`config.mk`:
```
export PLATFORM = sky130hd
export DESIGN_NAME = sha1_message_digest
export DESIGN_NICKNAME = d
export VERILOG_FILES = /design/src/hdl/sha1md_pkg.sv /design/src/hdl/sha1_message_digest.sv /design/src/hdl/sha1md_ctrl.sv /design/src/hdl/sha1md_dp.sv
export SDC_FILE = /design/constraint.sdc
export NUM_CORES = 2
export LEC_CHECK = 0
export ABC_AREA = 1
export BUFFER_PORTS_ARGS = -buffer_cell sky130_fd_sc_hd__buf_2
export CORE_UTILIZATION = 35
export CTS_CLUSTER_DIAMETER = 40
export DETAILED_ROUTE_END_ITERATION = 7
export PLACE_DENSITY = 0.54
export SLEW_MARGIN = 10
export SYNTH_ARGS = -nofsm -noshare
export SYNTH_HDL_FRONTEND = slang
export SYNTH_SLANG_ARGS = --single-unit
```
`constraint.sdc`:
```
create_clock -name i_clk -period 6.6 [get_ports i_clk]
set_input_delay 0.66 -clock i_clk [delete_from_list [all_inputs] [get_ports i_clk]]
set_output_delay 0.66 -clock i_clk [all_outputs]
set_load 0.01 [all_outputs]
```
`src/hdl/sha1md_pkg.sv`:
```
// ----------------------------------------------------------------------------
// SHA-1 message digest package
// Shared constants, codes and the command and status types that join the
// controller and the datapath.
// ----------------------------------------------------------------------------
package sha1md_pkg;

    localparam logic [31:0] H0 = 32'h67452301;
    localparam logic [31:0] H1 = 32'hEFCDAB89;
    localparam logic [31:0] H2 = 32'h98BADCFE;
    localparam logic [31:0] H3 = 32'h10325476;
    localparam logic [31:0] H4 = 32'hC3D2E1F0;

    localparam logic [31:0] K0 = 32'h5A827999;
    localparam logic [31:0] K1 = 32'h6ED9EBA1;
    localparam logic [31:0] K2 = 32'h8F1BBCDC;
    localparam logic [31:0] K3 = 32'hCA62C1D6;

    localparam logic [7:0] PadMark = 8'h80;

    localparam int NumRounds = 80;
    localparam int CntW      = $clog2(NumRounds);
    localparam logic [CntW-1:0] LastRound = CntW'(NumRounds - 1);

    localparam int NumWords = 5;
    localparam int IdxW     = 3;
    localparam logic [IdxW-1:0] LastIdx = IdxW'(NumWords - 1);

    localparam logic [1:0] KindByte   = 2'd0;
    localparam logic [1:0] KindFinal  = 2'd1;
    localparam logic [1:0] KindEnd    = 2'd2;
    localparam logic [1:0] KindUnused = 2'd3;

    typedef enum logic [2:0] {
        ST_IDLE,
        ST_LOAD,
        ST_ROUND,
        ST_ADD,
        ST_PAD,
        ST_LEN,
        ST_OUT
    } t_state;

    typedef enum logic [1:0] {
        PH_DATA,
        PH_WRAP,
        PH_LAST
    } t_phase;

    typedef enum logic [1:0] {
        STG_CH,
        STG_PAR1,
        STG_MAJ,
        STG_PAR2
    } t_stage;

    typedef struct packed {
        logic            put_byte;
        logic            load;
        logic            round;
        logic            add;
        logic            pad;
        logic            clear_all;
        logic            put_len;
        logic            restart;
        t_stage          stage;
        logic [IdxW-1:0] out_idx;
    } t_cmd;

    typedef struct packed {
        logic pos_last;
        logic pad_wrap;
    } t_sts;

endpackage

```
`src/hdl/sha1_message_digest.sv`:
```
// ----------------------------------------------------------------------------
// SHA-1 message digest
// Hashes a byte stream and returns the five digest words at message end.
// ----------------------------------------------------------------------------
// A message byte is taken while idle; the byte that fills a 64-byte block starts
// a compression (load, 80 rounds of the one-round-per-cycle compression unit, add).
// Message end takes the pad and length steps plus one or two compressions, then
// presents the five digest words at one per cycle while the receiver is ready.
// A synchronous active-low reset loads the initial chaining values, clears
// the bit count and returns the controller to idle.
// ----------------------------------------------------------------------------
module sha1_message_digest (
    input  logic        i_clk,
    input  logic        i_rst_n,
    input  logic        s_axis_tvalid,
    output logic        s_axis_tready,
    input  logic [7:0]  s_axis_tdata,   // [7:0] data_byte
    input  logic [1:0]  s_axis_tuser,   // [1:0] kind
    output logic        m_axis_tvalid,
    input  logic        m_axis_tready,
    output logic [31:0] m_axis_tdata,   // [31:0] digest_word
    output logic [2:0]  m_axis_tuser,   // [2:0] word_index
    output logic        m_axis_tlast
);

    sha1md_pkg::t_cmd w_cmd;
    sha1md_pkg::t_sts w_sts;

    sha1md_ctrl u_ctrl (
        .i_clk       (i_clk),
        .i_rst_n     (i_rst_n),
        .i_in_valid  (s_axis_tvalid),
        .i_kind      (s_axis_tuser),
        .i_out_ready (m_axis_tready),
        .i_sts       (w_sts),
        .o_in_ready  (s_axis_tready),
        .o_out_valid (m_axis_tvalid),
        .o_cmd       (w_cmd)
    );

    sha1md_dp u_dp (
        .i_clk   (i_clk),
        .i_rst_n (i_rst_n),
        .i_byte  (s_axis_tdata),
        .i_cmd   (w_cmd),
        .o_sts   (w_sts),
        .o_word  (m_axis_tdata)
    );

    assign m_axis_tuser = w_cmd.out_idx;
    assign m_axis_tlast = (w_cmd.out_idx == sha1md_pkg::LastIdx);

    a_no_overlap: assert property (@(posedge i_clk) disable iff (!i_rst_n)
        m_axis_tvalid |-> !s_axis_tready)
        else $error("digest output overlaps input acceptance");

    a_back_to_idle: assert property (@(posedge i_clk) disable iff (!i_rst_n)
        (m_axis_tvalid && m_axis_tready && m_axis_tlast) |=> s_axis_tready)
        else $error("block not ready after last digest word");

    a_first_word: assert property (@(posedge i_clk) disable iff (!i_rst_n)
        $rose(m_axis_tvalid) |-> (m_axis_tuser == '0))
        else $error("digest does not start at word zero");

    a_index_steps: assert property (@(posedge i_clk) disable iff (!i_rst_n)
        (m_axis_tvalid && m_axis_tready && !m_axis_tlast) |=>
        (m_axis_tvalid && m_axis_tuser == $past(m_axis_tuser) + 3'd1))
        else $error("digest word index did not advance");

endmodule

```
`src/hdl/sha1md_ctrl.sv`:
```
// ----------------------------------------------------------------------------
// SHA-1 controller
// Sequences byte intake, block compression, final padding and digest output.
// ----------------------------------------------------------------------------
module sha1md_ctrl (
    input  logic                   i_clk,
    input  logic                   i_rst_n,
    input  logic                   i_in_valid,
    input  logic [1:0]             i_kind,
    input  logic                   i_out_ready,
    input  sha1md_pkg::t_sts       i_sts,
    output logic                   o_in_ready,
    output logic                   o_out_valid,
    output sha1md_pkg::t_cmd       o_cmd
);

    sha1md_pkg::t_state             r_state, n_state;
    sha1md_pkg::t_phase             r_phase, n_phase;
    logic                           r_final, n_final;
    logic [sha1md_pkg::CntW-1:0]    r_cnt, n_cnt;
    logic [sha1md_pkg::IdxW-1:0]    r_idx, n_idx;

    always_ff @(posedge i_clk) begin
        if (!i_rst_n) begin
            r_state <= sha1md_pkg::ST_IDLE;
            r_phase <= sha1md_pkg::PH_DATA;
            r_final <= 1'b0;
            r_cnt   <= '0;
            r_idx   <= '0;
        end else begin
            r_state <= n_state;
            r_phase <= n_phase;
            r_final <= n_final;
            r_cnt   <= n_cnt;
            r_idx   <= n_idx;
        end
    end

    always_comb begin
        n_state = r_state;
        n_phase = r_phase;
        n_final = r_final;
        n_cnt   = r_cnt;
        n_idx   = r_idx;
        case (r_state)
            sha1md_pkg::ST_IDLE: begin
                if (i_in_valid) begin
                    case (i_kind)
                        sha1md_pkg::KindByte: begin
                            if (i_sts.pos_last) begin
                                n_state = sha1md_pkg::ST_LOAD;
                                n_phase = sha1md_pkg::PH_DATA;
                                n_final = 1'b0;
                            end
                        end
                        sha1md_pkg::KindFinal: begin
                            if (i_sts.pos_last) begin
                                n_state = sha1md_pkg::ST_LOAD;
                                n_phase = sha1md_pkg::PH_DATA;
                                n_final = 1'b1;
                            end else begin
                                n_state = sha1md_pkg::ST_PAD;
                            end
                        end
                        sha1md_pkg::KindEnd: begin
                            n_state = sha1md_pkg::ST_PAD;
                        end
                        default: begin
                            n_state = sha1md_pkg::ST_IDLE;
                        end
                    endcase
                end
            end
            sha1md_pkg::ST_LOAD: begin
                n_state = sha1md_pkg::ST_ROUND;
                n_cnt   = '0;
            end
            sha1md_pkg::ST_ROUND: begin
                if (r_cnt == sha1md_pkg::LastRound) begin
                    n_state = sha1md_pkg::ST_ADD;
                end else begin
                    n_cnt = r_cnt + 1'b1;
                end
            end
            sha1md_pkg::ST_ADD: begin
                case (r_phase)
                    sha1md_pkg::PH_DATA: begin
                        n_state = r_final ? sha1md_pkg::ST_PAD : sha1md_pkg::ST_IDLE;
                        n_final = 1'b0;
                    end
                    sha1md_pkg::PH_WRAP: begin
                        n_state = sha1md_pkg::ST_LEN;
                    end
                    default: begin
                        n_state = sha1md_pkg::ST_OUT;
                        n_idx   = '0;
                    end
                endcase
            end
            sha1md_pkg::ST_PAD: begin
                if (i_sts.pad_wrap) begin
                    n_state = sha1md_pkg::ST_LOAD;
                    n_phase = sha1md_pkg::PH_WRAP;
                end else begin
                    n_state = sha1md_pkg::ST_LEN;
                    n_phase = sha1md_pkg::PH_DATA;
                end
            end
            sha1md_pkg::ST_LEN: begin
                n_state = sha1md_pkg::ST_LOAD;
                n_phase = sha1md_pkg::PH_LAST;
            end
            sha1md_pkg::ST_OUT: begin
                if (i_out_ready) begin
                    if (r_idx == sha1md_pkg::LastIdx) begin
                        n_state = sha1md_pkg::ST_IDLE;
                        n_phase = sha1md_pkg::PH_DATA;
                        n_idx   = '0;
                    end else begin
                        n_idx = r_idx + 1'b1;
                    end
                end
            end
            default: begin
                n_state = sha1md_pkg::ST_IDLE;
            end
        endcase
    end

    always_comb begin
        o_in_ready    = 1'b0;
        o_out_valid   = 1'b0;
        o_cmd         = '0;
        o_cmd.out_idx = r_idx;
        if (r_cnt < sha1md_pkg::CntW'(20)) begin
            o_cmd.stage = sha1md_pkg::STG_CH;
        end else if (r_cnt < sha1md_pkg::CntW'(40)) begin
            o_cmd.stage = sha1md_pkg::STG_PAR1;
        end else if (r_cnt < sha1md_pkg::CntW'(60)) begin
            o_cmd.stage = sha1md_pkg::STG_MAJ;
        end else begin
            o_cmd.stage = sha1md_pkg::STG_PAR2;
        end
        case (r_state)
            sha1md_pkg::ST_IDLE: begin
                o_in_ready     = 1'b1;
                o_cmd.put_byte = i_in_valid &&
                                 (i_kind == sha1md_pkg::KindByte ||
                                  i_kind == sha1md_pkg::KindFinal);
            end
            sha1md_pkg::ST_LOAD: begin
                o_cmd.load = 1'b1;
            end
            sha1md_pkg::ST_ROUND: begin
                o_cmd.round = 1'b1;
            end
            sha1md_pkg::ST_ADD: begin
                o_cmd.add = 1'b1;
            end
            sha1md_pkg::ST_PAD: begin
                o_cmd.pad = 1'b1;
            end
            sha1md_pkg::ST_LEN: begin
                o_cmd.put_len   = 1'b1;
                o_cmd.clear_all = (r_phase == sha1md_pkg::PH_WRAP);
            end
            sha1md_pkg::ST_OUT: begin
                o_out_valid   = 1'b1;
                o_cmd.restart = i_out_ready && (r_idx == sha1md_pkg::LastIdx);
            end
            default: begin
                o_in_ready = 1'b0;
            end
        endcase
    end

endmodule

```
`src/hdl/sha1md_dp.sv`:
```
// ----------------------------------------------------------------------------
// SHA-1 datapath
// Block buffer doubling as the message schedule window, round registers,
// chaining words and the message bit count.
// ----------------------------------------------------------------------------
module sha1md_dp (
    input  logic                   i_clk,
    input  logic                   i_rst_n,
    input  logic [7:0]             i_byte,
    input  sha1md_pkg::t_cmd       i_cmd,
    output sha1md_pkg::t_sts       o_sts,
    output logic [31:0]            o_word
);

    logic [31:0] r_blk [16];
    logic [31:0] r_a, r_b, r_c, r_d, r_e;
    logic [31:0] r_h0, r_h1, r_h2, r_h3, r_h4;
    logic [63:0] r_bits;

    logic [5:0]  w_pos;
    logic [3:0]  w_wi;
    logic [1:0]  w_lane;
    logic [4:0]  w_sh;
    logic [31:0] w_byte_sh;
    logic [31:0] w_mark;
    logic [31:0] w_keep;
    logic [31:0] w_sched;
    logic [31:0] w_f;
    logic [31:0] w_k;
    logic [31:0] w_t;

    assign w_pos  = r_bits[8:3];
    assign w_wi   = w_pos[5:2];
    assign w_lane = w_pos[1:0];
    assign w_sh   = {~w_lane, 3'b000};

    assign w_byte_sh = {24'd0, i_byte} << w_sh;
    assign w_mark    = {24'd0, sha1md_pkg::PadMark} << w_sh;
    assign w_keep    = 32'hFFFFFF00 << w_sh;

    assign o_sts.pos_last = (w_pos == 6'd63);
    assign o_sts.pad_wrap = (w_pos >= 6'd56);

    assign w_sched = r_blk[13] ^ r_blk[8] ^ r_blk[2] ^ r_blk[0];

    always_comb begin
        case (i_cmd.stage)
            sha1md_pkg::STG_CH: begin
                w_f = (r_b & r_c) | (~r_b & r_d);
                w_k = sha1md_pkg::K0;
            end
            sha1md_pkg::STG_PAR1: begin
                w_f = r_b ^ r_c ^ r_d;
                w_k = sha1md_pkg::K1;
            end
            sha1md_pkg::STG_MAJ: begin
                w_f = (r_b & r_c) | (r_b & r_d) | (r_c & r_d);
                w_k = sha1md_pkg::K2;
            end
            default: begin
                w_f = r_b ^ r_c ^ r_d;
                w_k = sha1md_pkg::K3;
            end
        endcase
    end

    assign w_t = {r_a[26:0], r_a[31:27]} + w_f + r_e + w_k + r_blk[0];

    always_ff @(posedge i_clk) begin
        if (i_cmd.round) begin
            for (int i = 0; i < 15; i++) begin
                r_blk[i] <= r_blk[i+1];
            end
            r_blk[15] <= {w_sched[30:0], w_sched[31]};
        end else begin
            for (int i = 0; i < 16; i++) begin
                if (i_cmd.put_byte && 4'(i) == w_wi) begin
                    r_blk[i] <= (w_lane == 2'd0) ? {i_byte, 24'd0} : (r_blk[i] | w_byte_sh);
                end
                if (i_cmd.pad) begin
                    if (4'(i) == w_wi) begin
                        r_blk[i] <= (r_blk[i] & w_keep) | w_mark;
                    end else if (4'(i) > w_wi) begin
                        r_blk[i] <= '0;
                    end
                end
                if (i_cmd.clear_all && i < 14) begin
                    r_blk[i] <= '0;
                end
            end
            if (i_cmd.put_len) begin
                r_blk[14] <= r_bits[63:32];
                r_blk[15] <= r_bits[31:0];
            end
        end
    end

    always_ff @(posedge i_clk) begin
        if (i_cmd.load) begin
            r_a <= r_h0;
            r_b <= r_h1;
            r_c <= r_h2;
            r_d <= r_h3;
            r_e <= r_h4;
        end else if (i_cmd.round) begin
            r_a <= w_t;
            r_b <= r_a;
            r_c <= {r_b[1:0], r_b[31:2]};
            r_d <= r_c;
            r_e <= r_d;
        end
    end

    always_ff @(posedge i_clk) begin
        if (!i_rst_n || i_cmd.restart) begin
            r_h0   <= sha1md_pkg::H0;
            r_h1   <= sha1md_pkg::H1;
            r_h2   <= sha1md_pkg::H2;
            r_h3   <= sha1md_pkg::H3;
            r_h4   <= sha1md_pkg::H4;
            r_bits <= '0;
        end else begin
            if (i_cmd.add) begin
                r_h0 <= r_h0 + r_a;
                r_h1 <= r_h1 + r_b;
                r_h2 <= r_h2 + r_c;
                r_h3 <= r_h3 + r_d;
                r_h4 <= r_h4 + r_e;
            end
            if (i_cmd.put_byte) begin
                r_bits <= r_bits + 64'd8;
            end
        end
    end

    always_comb begin
        case (i_cmd.out_idx)
            3'd0:    o_word = r_h0;
            3'd1:    o_word = r_h1;
            3'd2:    o_word = r_h2;
            3'd3:    o_word = r_h3;
            default: o_word = r_h4;
        endcase
    end

endmodule

```
# Word-level counts from Yosys, hierarchy flattened
# Memory sizes are Yosys's and may differ from the RTL's.
# Cells that the tools add are included.
# Widths: inputs -> output; s select.
# totals
register_bits,400
ramBits,512
in_bits,14
word_cells,597
mem_count,1
# memory_table
memory,depth,width,rd,rd_ports_with_merged_regs,wr,line_no,text
u_dp.r_blk,16,32,16,0,16,sha1md_dp.sv:15,logic [31:0] r_blk [16];
# op_classes
n_addsub,12
n_lt_le_gt_ge,20
n_eq_ne,44
n_shift,3
n_mux,335
n_bitwise,126
n_reduce_logical,40
# ops
operator,n
$mux 32,90
$or 32x32->32,35
$and 32x32->32,20
$add 32x32->32,9
$mux 1,214
$xor 32x32->32,5
$pmux 32 s4,1
$pmux 32 s3,1
$add 64x4->64 const B,1
$or 1x1->1,64
$pmux 32 s2,1
$mux 3,11
$eq 4x4->1 const A,8
$gt 4x4->1 const A,8
$not 32->32,1
$shl 32x5->32 const A,1
$shl 8x5->32,1
$shl 8x5->32 const A,1
$pmux 3 s7,1
$logic_and 1x1->1,18
$eq 3x4->1 const A,4
$gt 3x4->1 const A,4
$mux 2,8
$lt 7x6->1 const B,2
38 further kinds,71

# Depth between registers and ports, before layout
# logic_depth
depth_word,12
ltp_mapped,30

# By module
# A second synthesis with hierarchy kept.
# unflattened
cells_unflattened,8025
hier_area_um2,62064.5
# by_module_without_submodules
mod,instances,cells_each,area_each_um2,seq_area_each_um2
sha1md_dp,1,7832,60832.1,24603.6
sha1md_ctrl,1,190,1218.7,320.3
sha1_message_digest,1,3,13.8,0.0

# Worst setup path before layout
# No wires, ideal clock.
# synth_path
path_type,register to register
from,register u_ctrl.r_state[2]
to,"register u_dp.r_a[0], enable pin"
arrival_ps,4037
path_slack_ps,1244
path_stages_with_launch,9
period_less_slack_ps,5356
path_cell_list,dfxtp_1 > buf_2 > inv_1 > nand2_1 > inv_1 > nand2_1 > clkbuf_1 > buf_1 > nand2_1
# synth_between
elab_chain_cells,3
word_cells_on_any_way,5
classes_between,eq/ne (2); mux (2); reduce/logical (1)
# synth_rtl
item,line_no,text
start: declaration,sha1md_ctrl.sv:17,"sha1md_pkg::t_state r_state, n_state;"
start signal: assignment,sha1md_ctrl.sv:25,r_state <= sha1md_pkg::ST_IDLE;
start signal: assignment,sha1md_ctrl.sv:31,r_state <= n_state;
$eq 3x2->1 or $eq 3x1->1 (tied branches),sha1md_ctrl.sv:144,case (r_state)
$mux 1,sha1md_ctrl.sv:144,
$reduce_bool 2->1 (no source line) *,-,
end signal: assignment,sha1md_dp.sv:100,r_a <= r_h0;
end signal: assignment,sha1md_dp.sv:106,r_a <= w_t;
end: declaration,sha1md_dp.sv:16,"logic [31:0] r_a, r_b, r_c, r_d, r_e;"
# Mark *: on every way between the ends. The rest lies on a longest branch, timed or not.
# A chain may end at the register's enable or synchronous reset.

# Worst setup path after layout
# layout_path
from,register u_ctrl.r_cnt[4] (netlist bit)
to,register u_dp.r_a[30] (data pin)
# layout_between
elab_chain_cells,12
word_cells_on_any_way,17
classes_between,add/sub (4); order compare (3); eq/ne (2); mux (7); reduce/logical (1)
# layout_rtl
item,line_no,text
start: declaration,sha1md_ctrl.sv:20,"logic [sha1md_pkg::CntW-1:0] r_cnt, n_cnt;"
start signal: assignment,sha1md_ctrl.sv:34,r_cnt <= n_cnt;
$lt 7x6->1,sha1md_ctrl.sv:139,end else if (r_cnt < sha1md_pkg::CntW'(60)) begin
$mux 1,sha1md_ctrl.sv:139,
$mux 2,sha1md_ctrl.sv:137,end else if (r_cnt < sha1md_pkg::CntW'(40)) begin
$mux 2 *,sha1md_ctrl.sv:135,if (r_cnt < sha1md_pkg::CntW'(20)) begin
$eq 2x2->1 or $logic_not 2->1 (tied branches),sha1md_dp.sv:47,case (i_cmd.stage)
$pmux 32 s2,sha1md_dp.sv:47,
$add 32x32->32 (2 in a row),sha1md_dp.sv:67,"assign w_t = {r_a[26:0], r_a[31:27]} + w_f + r_e + w_k + r_blk[0];"
$add 32x32->32 * (2 in a row),sha1md_dp.sv:67,
$mux 32 *,sha1md_dp.sv:105,end else if (i_cmd.round) begin
$mux 32 *,sha1md_dp.sv:99,if (i_cmd.load) begin
# Mark *: on every way between the ends. The rest lies on a longest branch, timed or not. The select of a mux whose other input is x is not followed.

==> reports/metrics.csv <==
metric,value,unit
status,completed,
Crit Reg-Reg Endpoint,u_dp.r_a[30],
R2R Path Start,u_ctrl.r_cnt[4],
Crit path largest cell delay,0.65,ns
Max-slew headroom,0.04118,
layout cells sized above 1,0.07290,
hold depth,2,
RSZ-0062 raised after global routing,false,
cts hold-fix bufs,0,
core box area,0.1769,mm2
I/O Pins,52,
post-route setup TNS,0,ns
initial antenna violation count,6,
Yosys warning count,0,
RD Place Congestion,1.027,
hold path endpoint,u_ctrl.r_idx[2],
slew at the pin with the worst max-slew slack,1.430,ns
Detail Placement HPWL,217.8,mm
CP endpoint kind,flop,
average wire per standard cell,26.51,um
hold path startpoint,i_rst_n,
PnR Total Power,0.03836,W
vias in the first global route,57836,
Yosys top cell by area,edfxtp_1,
routed wire length,285.4,mm
Die W,424.9,um
Worst Skew,0.08203,ns
Vias,61397,
number of flops mapped to enable cells by yosys,672,
crit path DAT,6.50,ns
Die ar.,0.1806,mm2
Crit Path Category,flop to flop,
nets,8600,
Biggest register,u_dp.r_blk,
Tmin final,5.953,ns
Worst Hold Class,primary input to flop,
P&R area growth vs syn,15.56,%
Worst-Skew Late Latency,0.87,ns
Largest register FFs,512,
count of cell types in the netlist,68,
"Cell Area, Placed",0.06536,mm2
Final Hold Fails,0,
flop2flop setup slack,0.65,ns
CTS root buf,clkbuf_16,
post-synthesis net count,8585,
Crit-path slowest cell,ha_1,
largest net degree at the start of global routing,158,
area share of the largest cell type after synthesis,0.3224,
GRT overflow,0,
H-Tree Depth,4,
total CTS buffers,194,
Max Freq,168.0,MHz
Leak Pwr,30.50,nW
crit path max fanout,18,
Starting Density,0.3539,
Syn Inst Count,8240,
Worst EP required,7.15,ns
Synth Area per Inst,7.597,um2
GR Util All Layers,0.3087,
CTS tree,built,
# setup viols final,0,
sequential area share after synthesis,0.3981,
clock buffer depth,3,
Rows,154,
Vias/cell,5.703,
Netlist Area Pre-Place,0.06260,mm2
global-route wire length before repair,407.4,mm
P per Cell Area,530.2,mW/mm2
asr flop ratio synth,0,
Filler Cell Count,18189,
"antenna viol nets, final",0,
Worst Setup Start Kind,flop,
"CTS clk-pin slew, worst paths",0.05,ns
Max Cap Viol,0,
iteration count of the initial detailed-routing pass,8,
VDD IR-drop max,0.4142,mV
Initial DRC Count,7510,
count of state elements after synthesis,909,
Port-buffer cells,51,
worst r2r path cells,25,
Tcrit/Tclk final,0.9020,
Synth Flop Type,edfxtp_1,
"Slew Viols, Final",0,
fin util,0.4090,
DRC,0,
Die Span Y,424.9,um
final instance area,0.07234,mm2
top flop regs,"u_dp.r_blk (512), u_dp.r_bits (61)",
Setup Buffers After CTS,0,
CTS Sinks,909,
cells resized by post-CTS repair,0,
largest cells by area after synthesis,"edfxtp_1, nand2_1, dfxtp_1",
[through the flow]
stage	hold WS, ns	cells	setup WS [ns]
floorplan	0.4358	8240	1.244
global placement	0.4496	10399	0.8632
detailed placement	0.4610	10399	0.7740
CTS	0.1399	10762	0.6782
global route	0.1618	10762	0.2150
finish	0.1907	10765	0.6469
[worst max path at each step]
stage                                  from            to  slack, ns  cells past startpoint
after global routing        u_ctrl.r_cnt[4]  u_dp.r_a[30]       0.22                     25
after global placement      u_ctrl.r_cnt[4]  u_dp.r_a[30]       0.86                     25
after floorplan           u_ctrl.r_state[2]   u_dp.r_a[0]       1.24                      8
after CTS                   u_ctrl.r_cnt[4]  u_dp.r_a[30]       0.68                     25
after detailed placement    u_ctrl.r_cnt[4]  u_dp.r_a[30]       0.77                     25
final                       u_ctrl.r_cnt[4]  u_dp.r_a[30]       0.65                     25
[cells in the final DEF (no fill, tap or decap), types with 16 or more instances in the layout]
cell | synthesis | routed
xnor2_1 | 87 | 87
inv_2 | 26 | 26
or2_2 | 38 | 38
clkbuf_16 | 0 | 198
inv_1 | 1149 | 1147
nand2_1 | 1937 | 1931
o2111ai_1 | 38 | 37
buf_2 | 42 | 51
clkbuf_1 | 251 | 32
o21bai_1 | 43 | 42
a21oi_1 | 502 | 502
o21ai_1 | 49 | 48
a211oi_1 | 28 | 28
nand3b_1 | 25 | 25
buf_4 | 10 | 90
edfxtp_1 | 672 | 672
clkinv_1 | 9 | 22
o211ai_1 | 156 | 156
fa_1 | 125 | 125
a22oi_1 | 77 | 77
o22ai_1 | 131 | 131
nand4_1 | 83 | 83
nor2_2 | 15 | 16
xor2_1 | 71 | 71
nand3_1 | 437 | 437
nor2_1 | 570 | 568
nor3_1 | 86 | 72
bufinv_16 | 0 | 28
dfxtp_1 | 237 | 236
ha_1 | 206 | 205
o21ai_0 | 916 | 916
a31oi_1 | 62 | 62
clkinv_2 | 0 | 22
[final cells by class]
cell class                      instances  area (um2)  area share
Inverter                             1185        4461     0.06166
Timing Repair Buffer                  146        1031     0.01425
Clock buffer                          243        5254     0.07262
Sequential cell                       909       24930      0.3445
Multi-Input combinational cell       5819       32010      0.4425
Antenna cell                            3       7.507   0.0001038
Clock inverter                        120        1724     0.02383
Tap cell                             2340        2928     0.04047
[where the power goes]
part / switching, W / internal (W)
Sequential: 0.00168 / 0.00859
Combinational: 0.0121 / 0.00554
Clock: 0.00368 / 0.00678
[per-layer routing]
layer  up-vias  global-route usage  wire (um)
met4         0              0.1535      15700
met2      3045              0.4837     127900
met3       610             0.05413      24580
li1      27990                   -          -
met5         -                   0          0
met1     29752              0.4089     117300
[worst max-delay path: cells and delay by family, from the launching register on]
kind	cells	cell delay, ns
AOI/OAI and AO/OA	5	1.04
adders and majority gates	5	2.52
buffers and inverters	6	0.78
DFF	1	0.36
and+or+nand+nor	9	0.93
[cell usage after synthesis (all sizes together) (29+ instances only)]
cell type / instances
clkbuf: 253
a31oi: 62
o2111ai: 39
xnor2: 87
edfxtp: 672
o21bai: 43
nand4: 83
o211ai: 157
o22ai: 131
dfxtp: 237
ha: 206
nor3: 88
or2: 38
xor2: 71
buf: 74
fa: 125
nand3: 438
inv: 1176
o21ai: 968
a22oi: 77
a21oi: 509
a211oi: 29
nor2: 594
nand2: 1953
[cell families (layout without fill, tap and decap cells)]
group                    Yosys count  after routing  share of synthesized area
XOR/XNOR                         158            158                    0.02211
other                              0              3                          0
AO/OA/AOI/OAI                   2091           2091                     0.1906
flip-flops                       909            909                     0.3981
AND/OR/NAND/NOR                 3239           3239                     0.2151
buffers and inverters           1512           1694                    0.09290
adder cells (fa/ha/maj)          331            331                    0.08115
Power figures use the tool's default switching activity.
